**src/sv/pcc_pkg.sv**
```systemverilog
`timescale 1ns / 1ps
// ============================================================================
// pcc_pkg - pileup consensus call shared definitions
// Payload structs, base and class codes, register indexes and reset values.
// ============================================================================
package pcc_pkg;

    localparam int FIELD_BITS          = 16;
    localparam int CFG_BITS            = 16;
    localparam int CFG_IDX_BITS        = 2;
    localparam int NUM_SYMS            = 6;
    localparam int BASE_BITS           = 3;
    localparam int CLASS_BITS          = 2;
    localparam int DEF_COUNT_BITS      = 16;
    localparam int DEF_RATIO_FRAC_BITS = 8;

    // base codes
    localparam logic [BASE_BITS-1:0] BASE_A   = 3'd0;
    localparam logic [BASE_BITS-1:0] BASE_C   = 3'd1;
    localparam logic [BASE_BITS-1:0] BASE_G   = 3'd2;
    localparam logic [BASE_BITS-1:0] BASE_T   = 3'd3;
    localparam logic [BASE_BITS-1:0] BASE_DEL = 3'd4;
    localparam logic [BASE_BITS-1:0] BASE_INS = 3'd5;

    // call classes
    localparam logic [CLASS_BITS-1:0] CLASS_UNTRUSTED = 2'd0;
    localparam logic [CLASS_BITS-1:0] CLASS_HAPLOID   = 2'd1;
    localparam logic [CLASS_BITS-1:0] CLASS_DIPLOID   = 2'd2;

    // register indexes
    localparam logic [CFG_IDX_BITS-1:0] CFG_MIN_COVERAGE    = 2'd0;
    localparam logic [CFG_IDX_BITS-1:0] CFG_MIN_FRACTION    = 2'd1;
    localparam logic [CFG_IDX_BITS-1:0] CFG_NEXT_MARGIN     = 2'd2;
    localparam logic [CFG_IDX_BITS-1:0] CFG_MAX_DISCREPANCY = 2'd3;

    localparam logic [CFG_BITS-1:0] RST_MIN_COVERAGE    = 16'd20;
    localparam logic [CFG_BITS-1:0] RST_MIN_FRACTION    = 16'd218;
    localparam logic [CFG_BITS-1:0] RST_NEXT_MARGIN     = 16'd512;
    localparam logic [CFG_BITS-1:0] RST_MAX_DISCREPANCY = 16'd166;

    // tie rank per base code (character order A C D G I T), higher wins
    localparam logic [2:0] TIE_RANK [NUM_SYMS] = '{3'd0, 3'd1, 3'd3, 3'd5, 3'd2, 3'd4};

    typedef struct packed {
        logic [FIELD_BITS-1:0] count_a;
        logic [FIELD_BITS-1:0] count_c;
        logic [FIELD_BITS-1:0] count_g;
        logic [FIELD_BITS-1:0] count_t;
        logic [FIELD_BITS-1:0] count_del;
        logic [FIELD_BITS-1:0] count_ins;
    } t_req;

    typedef struct packed {
        logic [CLASS_BITS-1:0] call_class;
        logic [BASE_BITS-1:0]  first_base;
        logic [BASE_BITS-1:0]  second_base;
    } t_rsp;

endpackage

```
**src/sv/pileup_consensus_call.sv**
```systemverilog
`timescale 1ns / 1ps
// ============================================================================
// pileup_consensus_call - per-position haploid / diploid consensus classifier
// Ranks six pileup counts and calls the position from the top counts.
// ============================================================================
// Usage:
//   Input channel (i_valid / o_ready, payload i_req) carries one request per
//   pileup position: six counts A, C, G, T, deletion, insertion. Output
//   channel (o_valid / i_ready, payload o_rsp) returns one call per request,
//   in order.
//   Config port: i_cfg_we with i_cfg_idx / i_cfg_data writes a threshold in
//   the same cycle. Write only while the pipe is empty.
//   Pipe: four stages, one request per cycle sustained while i_ready is high.
//     s1  mask counts, pairwise key compares, total
//     s2  rank by win count, select top three counts and top two bases
//     s3  threshold multiplies (four; both fraction tests share one)
//     s4  compares, class decision; this is the output register
//   Each stage loads when it is empty or the stage after it moves, so a
//   stalled receiver fills the pipe up and o_ready drops only once all four
//   stages hold requests; bubbles are squeezed out, nothing is dropped.
//   Reset clears stage valids and loads the default thresholds.
// ============================================================================
module pileup_consensus_call #(
    parameter int COUNT_BITS      = pcc_pkg::DEF_COUNT_BITS,
    parameter int RATIO_FRAC_BITS = pcc_pkg::DEF_RATIO_FRAC_BITS
) (
    input  logic                            i_clk,
    input  logic                            i_rst_n,
    // config write port
    input  logic                            i_cfg_we,
    input  logic [pcc_pkg::CFG_IDX_BITS-1:0] i_cfg_idx,
    input  logic [pcc_pkg::CFG_BITS-1:0]    i_cfg_data,
    // request channel
    input  logic                            i_valid,
    output logic                            o_ready,
    input  pcc_pkg::t_req                   i_req,
    // response channel
    output logic                            o_valid,
    input  logic                            i_ready,
    output pcc_pkg::t_rsp                   o_rsp
);
    import pcc_pkg::*;

    // count width after masking; ports are fixed at FIELD_BITS
    localparam int CW = (COUNT_BITS < FIELD_BITS) ? COUNT_BITS : FIELD_BITS;
    localparam int TW = CW + 3;           // sum of six counts
    localparam int PW = TW + CFG_BITS;    // product width; covers count << frac

    // ------------------------------------------------------------------
    // threshold registers
    // ------------------------------------------------------------------
    logic [CFG_BITS-1:0] r_min_coverage;
    logic [CFG_BITS-1:0] r_min_fraction;
    logic [CFG_BITS-1:0] r_next_margin;
    logic [CFG_BITS-1:0] r_max_discrepancy;

    always_ff @(posedge i_clk) begin
        if (!i_rst_n) begin
            r_min_coverage    <= RST_MIN_COVERAGE;
            r_min_fraction    <= RST_MIN_FRACTION;
            r_next_margin     <= RST_NEXT_MARGIN;
            r_max_discrepancy <= RST_MAX_DISCREPANCY;
        end else if (i_cfg_we) begin
            case (i_cfg_idx)
                CFG_MIN_COVERAGE:    r_min_coverage    <= i_cfg_data;
                CFG_MIN_FRACTION:    r_min_fraction    <= i_cfg_data;
                CFG_NEXT_MARGIN:     r_next_margin     <= i_cfg_data;
                CFG_MAX_DISCREPANCY: r_max_discrepancy <= i_cfg_data;
                default: ;
            endcase
        end
    end

    // ------------------------------------------------------------------
    // stage valids and ready chain
    // ------------------------------------------------------------------
    logic r_s1_valid, r_s2_valid, r_s3_valid, r_s4_valid;
    logic w_s1_rdy, w_s2_rdy, w_s3_rdy, w_s4_rdy;

    assign w_s4_rdy = !r_s4_valid || i_ready;
    assign w_s3_rdy = !r_s3_valid || w_s4_rdy;
    assign w_s2_rdy = !r_s2_valid || w_s3_rdy;
    assign w_s1_rdy = !r_s1_valid || w_s2_rdy;
    assign o_ready  = w_s1_rdy;

    always_ff @(posedge i_clk) begin
        if (!i_rst_n) begin
            r_s1_valid <= 1'b0;
            r_s2_valid <= 1'b0;
            r_s3_valid <= 1'b0;
            r_s4_valid <= 1'b0;
        end else begin
            if (w_s1_rdy) r_s1_valid <= i_valid;
            if (w_s2_rdy) r_s2_valid <= r_s1_valid;
            if (w_s3_rdy) r_s3_valid <= r_s2_valid;
            if (w_s4_rdy) r_s4_valid <= r_s3_valid;
        end
    end

    // ------------------------------------------------------------------
    // s1: mask, pairwise compares, total
    // gt[i][j]: key i ranks above key j (count, then tie rank)
    // ------------------------------------------------------------------
    logic [CW-1:0]       w_cnt [NUM_SYMS];
    logic [NUM_SYMS-1:0] n_s1_gt [NUM_SYMS];
    logic [TW-1:0]       n_s1_total;

    logic [CW-1:0]       r_s1_cnt [NUM_SYMS];
    logic [NUM_SYMS-1:0] r_s1_gt [NUM_SYMS];
    logic [TW-1:0]       r_s1_total;

    assign w_cnt[0] = i_req.count_a[CW-1:0];
    assign w_cnt[1] = i_req.count_c[CW-1:0];
    assign w_cnt[2] = i_req.count_g[CW-1:0];
    assign w_cnt[3] = i_req.count_t[CW-1:0];
    assign w_cnt[4] = i_req.count_del[CW-1:0];
    assign w_cnt[5] = i_req.count_ins[CW-1:0];

    always_comb begin
        n_s1_total = '0;
        for (int i = 0; i < NUM_SYMS; i++) begin
            n_s1_total = n_s1_total + TW'(w_cnt[i]);
            for (int j = 0; j < NUM_SYMS; j++) begin
                if (i == j) begin
                    n_s1_gt[i][j] = 1'b0;
                end else if (TIE_RANK[i] > TIE_RANK[j]) begin
                    n_s1_gt[i][j] = (w_cnt[i] >= w_cnt[j]);
                end else begin
                    n_s1_gt[i][j] = (w_cnt[i] > w_cnt[j]);
                end
            end
        end
    end

    always_ff @(posedge i_clk) begin
        if (w_s1_rdy) begin
            r_s1_cnt   <= w_cnt;
            r_s1_gt    <= n_s1_gt;
            r_s1_total <= n_s1_total;
        end
    end

    // ------------------------------------------------------------------
    // s2: win count gives rank; 5 wins is top, 4 second, 3 third
    // ------------------------------------------------------------------
    logic [2:0]           w_wins [NUM_SYMS];
    logic [CW-1:0]        n_s2_n0, n_s2_n1, n_s2_n2;
    logic [BASE_BITS-1:0] n_s2_b0, n_s2_b1;

    logic [CW-1:0]        r_s2_n0, r_s2_n1, r_s2_n2;
    logic [BASE_BITS-1:0] r_s2_b0, r_s2_b1;
    logic [TW-1:0]        r_s2_total;

    always_comb begin
        n_s2_n0 = '0;
        n_s2_n1 = '0;
        n_s2_n2 = '0;
        n_s2_b0 = BASE_A;
        n_s2_b1 = BASE_A;
        for (int i = 0; i < NUM_SYMS; i++) begin
            w_wins[i] = '0;
            for (int j = 0; j < NUM_SYMS; j++) begin
                w_wins[i] = w_wins[i] + 3'(r_s1_gt[i][j]);
            end
            if (w_wins[i] == 3'd5) begin
                n_s2_n0 = r_s1_cnt[i];
                n_s2_b0 = BASE_BITS'(i);
            end
            if (w_wins[i] == 3'd4) begin
                n_s2_n1 = r_s1_cnt[i];
                n_s2_b1 = BASE_BITS'(i);
            end
            if (w_wins[i] == 3'd3) begin
                n_s2_n2 = r_s1_cnt[i];
            end
        end
    end

    always_ff @(posedge i_clk) begin
        if (w_s2_rdy) begin
            r_s2_n0    <= n_s2_n0;
            r_s2_n1    <= n_s2_n1;
            r_s2_n2    <= n_s2_n2;
            r_s2_b0    <= n_s2_b0;
            r_s2_b1    <= n_s2_b1;
            r_s2_total <= r_s1_total;
        end
    end

    // ------------------------------------------------------------------
    // s3: threshold side of each cross-multiplied ratio test
    // ------------------------------------------------------------------
    logic [PW-1:0]        r_s3_frac_prod;   // min_fraction * total
    logic [PW-1:0]        r_s3_m1_prod;     // next_margin * n1
    logic [PW-1:0]        r_s3_m2_prod;     // next_margin * n2
    logic [PW-1:0]        r_s3_d_prod;      // max_discrepancy * n0
    logic [CW-1:0]        r_s3_n0, r_s3_n1;
    logic [CW:0]          r_s3_sum01;
    logic                 r_s3_n0_zero, r_s3_n1_zero, r_s3_n2_zero, r_s3_tot_zero;
    logic [BASE_BITS-1:0] r_s3_b0, r_s3_b1;

    always_ff @(posedge i_clk) begin
        if (w_s3_rdy) begin
            r_s3_frac_prod <= PW'(r_min_fraction) * PW'(r_s2_total);
            r_s3_m1_prod   <= PW'(r_next_margin) * PW'(r_s2_n1);
            r_s3_m2_prod   <= PW'(r_next_margin) * PW'(r_s2_n2);
            r_s3_d_prod    <= PW'(r_max_discrepancy) * PW'(r_s2_n0);
            r_s3_n0        <= r_s2_n0;
            r_s3_n1        <= r_s2_n1;
            r_s3_sum01     <= (CW+1)'(r_s2_n0) + (CW+1)'(r_s2_n1);
            r_s3_n0_zero   <= (r_s2_n0 == '0);
            r_s3_n1_zero   <= (r_s2_n1 == '0);
            r_s3_n2_zero   <= (r_s2_n2 == '0);
            r_s3_tot_zero  <= (r_s2_total == '0);
            r_s3_b0        <= r_s2_b0;
            r_s3_b1        <= r_s2_b1;
        end
    end

    // ------------------------------------------------------------------
    // s4: compares and class decision
    // a zero fraction or discrepancy denominator passes only at threshold 0
    // ------------------------------------------------------------------
    logic [PW-1:0] w_n0_sh, w_n1_sh, w_sum_sh;
    logic          w_hap_cov, w_hap_frac, w_hap_next, w_hap;
    logic          w_dip_cov, w_dip_frac, w_dip_next, w_dip_disc, w_dip;
    t_rsp          n_s4_rsp;
    t_rsp          r_s4_rsp;

    assign w_n0_sh  = PW'(r_s3_n0) << RATIO_FRAC_BITS;
    assign w_n1_sh  = PW'(r_s3_n1) << RATIO_FRAC_BITS;
    assign w_sum_sh = PW'(r_s3_sum01) << RATIO_FRAC_BITS;

    always_comb begin
        w_hap_cov  = PW'(r_s3_n0) >= PW'(r_min_coverage);
        w_hap_frac = r_s3_tot_zero ? (r_min_fraction == '0)
                                   : (w_n0_sh >= r_s3_frac_prod);
        w_hap_next = r_s3_n1_zero || (w_n0_sh >= r_s3_m1_prod);
        w_hap      = w_hap_cov && w_hap_frac && w_hap_next && (r_s3_b0 != BASE_DEL);

        w_dip_cov  = PW'(r_s3_sum01) >= PW'(r_min_coverage);
        w_dip_frac = r_s3_tot_zero ? (r_min_fraction == '0)
                                   : (w_sum_sh >= r_s3_frac_prod);
        w_dip_next = r_s3_n2_zero || (w_n1_sh >= r_s3_m2_prod);
        w_dip_disc = r_s3_n0_zero ? (r_max_discrepancy == '0)
                                  : (w_n1_sh >= r_s3_d_prod);
        w_dip      = w_dip_cov && w_dip_frac && w_dip_next && w_dip_disc &&
                     (r_s3_b0 != BASE_DEL) && (r_s3_b1 != BASE_DEL);

        n_s4_rsp.call_class  = CLASS_UNTRUSTED;
        n_s4_rsp.first_base  = BASE_A;
        n_s4_rsp.second_base = BASE_A;
        if (w_hap) begin
            n_s4_rsp.call_class = CLASS_HAPLOID;
            n_s4_rsp.first_base = r_s3_b0;
        end else if (w_dip) begin
            n_s4_rsp.call_class  = CLASS_DIPLOID;
            n_s4_rsp.first_base  = r_s3_b0;
            n_s4_rsp.second_base = r_s3_b1;
        end
    end

    always_ff @(posedge i_clk) begin
        if (w_s4_rdy) begin
            r_s4_rsp <= n_s4_rsp;
        end
    end

    assign o_valid = r_s4_valid;
    assign o_rsp   = r_s4_rsp;

endmodule

```
**config.mk**
```make
export PLATFORM = sky130hd
export DESIGN_NAME = pileup_consensus_call
export DESIGN_NICKNAME = d
export VERILOG_FILES = /design/src/sv/pcc_pkg.sv /design/src/sv/pileup_consensus_call.sv
export SDC_FILE = /design/constraint.sdc
export NUM_CORES = 2
export LEC_CHECK = 0
export ABC_CLOCK_PERIOD_IN_PS = 7900
export BUFFER_PORTS_ARGS = -buffer_cell sky130_fd_sc_hd__buf_2
export CAP_MARGIN = 10
export CORE_ASPECT_RATIO = 0.7
export CORE_MARGIN = 5
export CORE_UTILIZATION = 25
export DETAILED_ROUTE_END_ITERATION = 7
export PLACE_DENSITY = 0.46
export SLEW_MARGIN = 0
export SYNTH_ARGS = -nofsm -noshare
export SYNTH_HDL_FRONTEND = slang
export SYNTH_SLANG_ARGS = --single-unit
```
**constraint.sdc**
```tcl
create_clock -name i_clk -period 7.9 [get_ports i_clk]
set_input_delay 1.58 -clock i_clk [delete_from_list [all_inputs] [get_ports i_clk]]
set_output_delay 1.58 -clock i_clk [all_outputs]
set_load 0.005 [all_outputs]
```
# Yosys cells after proc, flatten, opt, wreduce, memory -nomap -nowiden
# Index checks and enable logic that the tools add are counted.
# totals
ff_bits	484
out_inout_bits	10
elab_cells	203
# op_classes
n_addsub	30
mul	4
n_lt_le_gt_ge	37
n_eq_ne	23
n_mux	31
bitwise	1
reduce_logical	32
# ops
operator	n
$mux 16	18
$ge 16x16->1	16
$gt 16x16->1	15
$ge 24x32->1	3
$mul 16x16->32	3
$logic_not 16->1	5
$add 19x16->19	2
$add 3x1->3	12
$eq 3x3->1 const B	12
$ge 24x35->1	1
$ge 25x35->1	1
$mul 16x19->35	1
$add 16x16->17	2
$add 18x16->19	1
$logic_not 19->1	1
$add 17x16->18	1
$add 2x1->3	6
$eq 3x2->1 const B	6
$ge 17x16->1	1
$mux 3	5
$add 1x1->2	6
$logic_and 1x1->1	8
$mux 8	1
$reduce_and 2->1	4
other kinds (9)	27

# Depth between registers and ports, before layout
# depth
word_depth	11
depth_mapped	25
depth_no_buf	23

# Worst setup path before layout
# No wires, ideal clock.
# synth_path
kind	input -> output
startpoint	input i_ready
endpoint	output o_ready
arrival_time_ns	4.942
t_required_ns	6.320
slack_ns	1.378
cell_stages	3
n_path_buf	0
cell_sequence	nor2b_1 -> and3_1 -> nand2_1
# synth_between
elab_chain_cells	4
# synth_lines
item	line	rtl
start, declared	pileup_consensus_call.sv:39	input logic i_ready,
$logic_or 1x1->1	pileup_consensus_call.sv:80	assign w_s4_rdy = !r_s4_valid || i_ready;
$logic_or 1x1->1	pileup_consensus_call.sv:81	assign w_s3_rdy = !r_s3_valid || w_s4_rdy;
$logic_or 1x1->1	pileup_consensus_call.sv:82	assign w_s2_rdy = !r_s2_valid || w_s3_rdy;
$logic_or 1x1->1	pileup_consensus_call.sv:83	assign w_s1_rdy = !r_s1_valid || w_s2_rdy;
end, declared	pileup_consensus_call.sv:35	output logic o_ready,
# No other way between the ends.

# Worst setup path after layout
# layout_path
startpoint	register r_next_margin[11]
endpoint	register r_s3_m1_prod[30], data pin
# layout_between
elab_chain_cells	1
# layout_lines
item	line	rtl
start, declared	pileup_consensus_call.sv:54	logic [CFG_BITS-1:0] r_next_margin;
start signal, assigned	pileup_consensus_call.sv:67	CFG_NEXT_MARGIN: r_next_margin <= i_cfg_data;
$mul 16x16->32	pileup_consensus_call.sv:205	r_s3_m1_prod <= PW'(r_next_margin) * PW'(r_s2_n1);
end signal, assigned	pileup_consensus_call.sv:205	
end, declared	pileup_consensus_call.sv:194	logic [PW-1:0] r_s3_m1_prod;
# No other way between the ends.
# A chain may end at the register's enable or synchronous reset.

==> metrics.csv <==
metric,value,unit
status,"finished, final reports clean",
die_area,267100,sq um
place_congestion,0.8650,
r2r_end,r_s3_m1_prod[30],
clkSlewWorstSetupHoldPaths,0.07,ns
seq_area_frac_synth,0.2159,
grt_pass1_wl,314200,microns
core_area,255200,sq um
port_buffers,128,
clock_path_buffers,3,
setup_tns,0,ns
via_per_inst,4.662,
cts_made_buffers,57,
cts_setup_buffers,0,
crit_type,flop to flop,
r2r_slack,0.61,ns
drtIter0Drc,3450,
htreeDepth,2,
synth-seq-cells,484,
clkSinkCount,484,
io_pins,129,
holdPathStages,0,
initial_core_util,0.2514,
timing.final.hold_violations,0,
rsz0062_at_grt,false,
fin_skew,0.03058,ns
first_pass_iters,6,
route.vias.total,47250,
synthesis.nets,8481,
setup_viol,0,
hp-class,flop to flop,
grt_pass1_vias,50030,
layout_common_cells,"1245 x inv_1, 895 x fa_1, 870 x nand2_1, 810 x ha_1, 514 x and2_1",
r2r_start,r_next_margin[11],
crit_path_start_kind,flop,
drive_above_1_share,0.05435,
end_kind,flop,
grt_usage,0.1543,
ys_async_sr_fraction,0,
synth_edf_count,416,
maxSlewHeadroom,0.1645,
syn_area,64170,sq um
antenna_found_initial,24,
grt_max_degree,129,
die_x,615.6,microns
synth_cells,6657,
area_growth,10.76,%
syn_area_per_cell,9.640,sq um
period_share,0.9222,
path_max_fanout,17,
synth_warnings,0,
min_period,7.285,ns
tightest_slew,1.245,ns
min_from,r_s2_b1[0],
drt_wl_total,205300,microns
worst_ep_required_time,8.32,ns
cp.arrival,7.71,ns
cts-resized-gates,0,
synth_ff_type,edfxtp_1,
rows,155,
wire_per_inst,20.25,microns
slew_violations,0,
nNetsFinal,8528,
clk_latency,0.69,ns
die_h,433.9,microns
cts_tree,yes,
whs_endpoint,r_s3_b1[0],
fmax,0.1373,GHz
clock-root-buffer,clkbuf_16,
gr-total-overflow,0,
postRouteAntennaNets,0,
synth.distinct_cells,72,
ff2ff_path_depth,21,
drc,0,
layout_commonest_cell,inv_1,
max_cap_violations,0,
fill_cells,27020,
hold_buffers,0,
dp_hpwl,165700,microns
## flip-flops by register name (all words and copies together) (netlist names), 8 cells and up
name	cells
r_min_fraction	16
r_s3_frac_prod	35
r_next_margin	16
r_min_coverage	16
r_s2_n1	16
r_s3_n0	16
r_s1_total	19
r_s2_n2	16
r_s3_sum01	17
r_s3_n1	16
r_s1_cnt	96
r_s1_gt	30
r_s3_m2_prod	32
r_s2_n0	16
o_rsp	8
r_s3_m1_prod	32
r_max_discrepancy	16
r_s3_d_prod	32
r_s2_total	19
## routing by layer
metal,vias to the layer above,global-route usage,wire [microns]
met5,-,0,44
met2,1417,0.2201,82290
met3,240,0.03518,15730
met1,23960,0.2331,102200
met4,6,0.03744,4984
li1,21630,-,-
## how the worst max path moves through the flow
stage	start	endpoint	slack, ns	depth (start not counted)
final	r_next_margin[11]	r_s3_m1_prod[30]	0.61	21
after global routing	r_next_margin[11]	r_s3_m1_prod[31]	0.30	21
after CTS	r_next_margin[11]	r_s3_m1_prod[31]	0.73	21
after detailed placement	r_next_margin[11]	r_s3_m1_prod[31]	0.71	21
after global placement	r_next_margin[11]	r_s3_m1_prod[31]	0.87	21
after floorplan	i_ready	o_ready	1.38	3
## cell type report
| cell class | instances | area [sq um] | area share |
|---|---|---|---|
| Clock buffer | 62 | 1540 | 0.02167 |
| Tap cell | 3375 | 4223 | 0.05941 |
| Clock inverter | 45 | 484.2 | 0.006813 |
| Sequential cell | 484 | 13850 | 0.1949 |
| Multi-Input combinational cell | 4682 | 44800 | 0.6302 |
| Inverter | 1246 | 4678 | 0.06582 |
| Antenna cell | 8 | 20.02 | 0.0002817 |
| Timing Repair Buffer | 233 | 1483 | 0.02086 |
## synthesized netlist by cell type, drive strengths merged (5+ instances only)
cell type  instances  area, sq um
a2111oi           10        93.84
a211oi            70        530.5
a21boi            62        465.5
a21o             146         1096
a21oi            239         1196
a22oi             52        390.4
a31oi             12        75.07
and2             514         3216
and3              21        131.4
and4              10        87.58
clkbuf           241        904.6
dfxtp             68         1361
edfxtp           416        12490
fa               895        17920
ha               810        10130
inv             1246         4677
nand2            872         3273
nand2b            18        112.6
nand3             56        280.3
nand4             59        369.1
nor2             159        596.8
nor2b             47        294.0
nor3              21        110.1
nor3b             11        87.58
nor4              40        250.2
nor4b              8        70.07
o211ai            21        157.7
o21a              93        698.2
o21ai            181        905.9
o21bai            21        157.7
o22ai              7        43.79
o31a               5        43.79
o31ai              5        37.54
o41ai             11        96.34
or2                8        50.05
xnor2             97        849.6
xor2              41        359.1
## metrics by stage
step	instances	worst slack, ns	area, sq um	hold WS, ns	utilization
4_1_cts	10130	0.7269	71040	0.4192	0.2783
6_report	10140	0.6147	71080	0.4169	0.2785
3_3_place_gp	10020	0.8739	69010	0.4053	0.2704
5_1_grt	10130	0.3008	71060	0.4234	0.2784
2_1_floorplan	6657	1.378	64170	0.4003	-
3_5_place_dp	10020	0.7090	69010	0.4045	0.2704
## critical path: stages, from the launching register on
cell	delay, ns
dfxtp_1	0.88
buf_4	0.40
nand2_1	0.12
fa_1	0.54
fa_1	0.51
fa_1	0.52
inv_1	0.06
fa_1	0.49
fa_1	0.50
inv_1	0.05
fa_1	0.47
inv_1	0.04
ha_1	0.37
and3_1	0.25
o2111ai_1	0.12
o21ai_0	0.50
a21oi_1	0.25
o31a_1	0.34
o221ai_1	0.20
nor2_1	0.10
a22oi_1	0.21
xor2_1	0.10
## logic make-up after synthesis
| kind of cell | after synthesis | share of synthesized area |
|---|---|---|
| and+or+nand+nor | 1865 | 0.1418 |
| adders and majority gates | 1705 | 0.4371 |
| AOI/OAI and AO/OA | 974 | 0.09912 |
| DFF | 484 | 0.2159 |
| xor gates and xnor gates | 138 | 0.01883 |
| buffers and inverters | 1491 | 0.08727 |
Power is left out: the tool's default activity adds up to more than one toggle a clock period on the data nets, which glitch-free logic cannot reach.
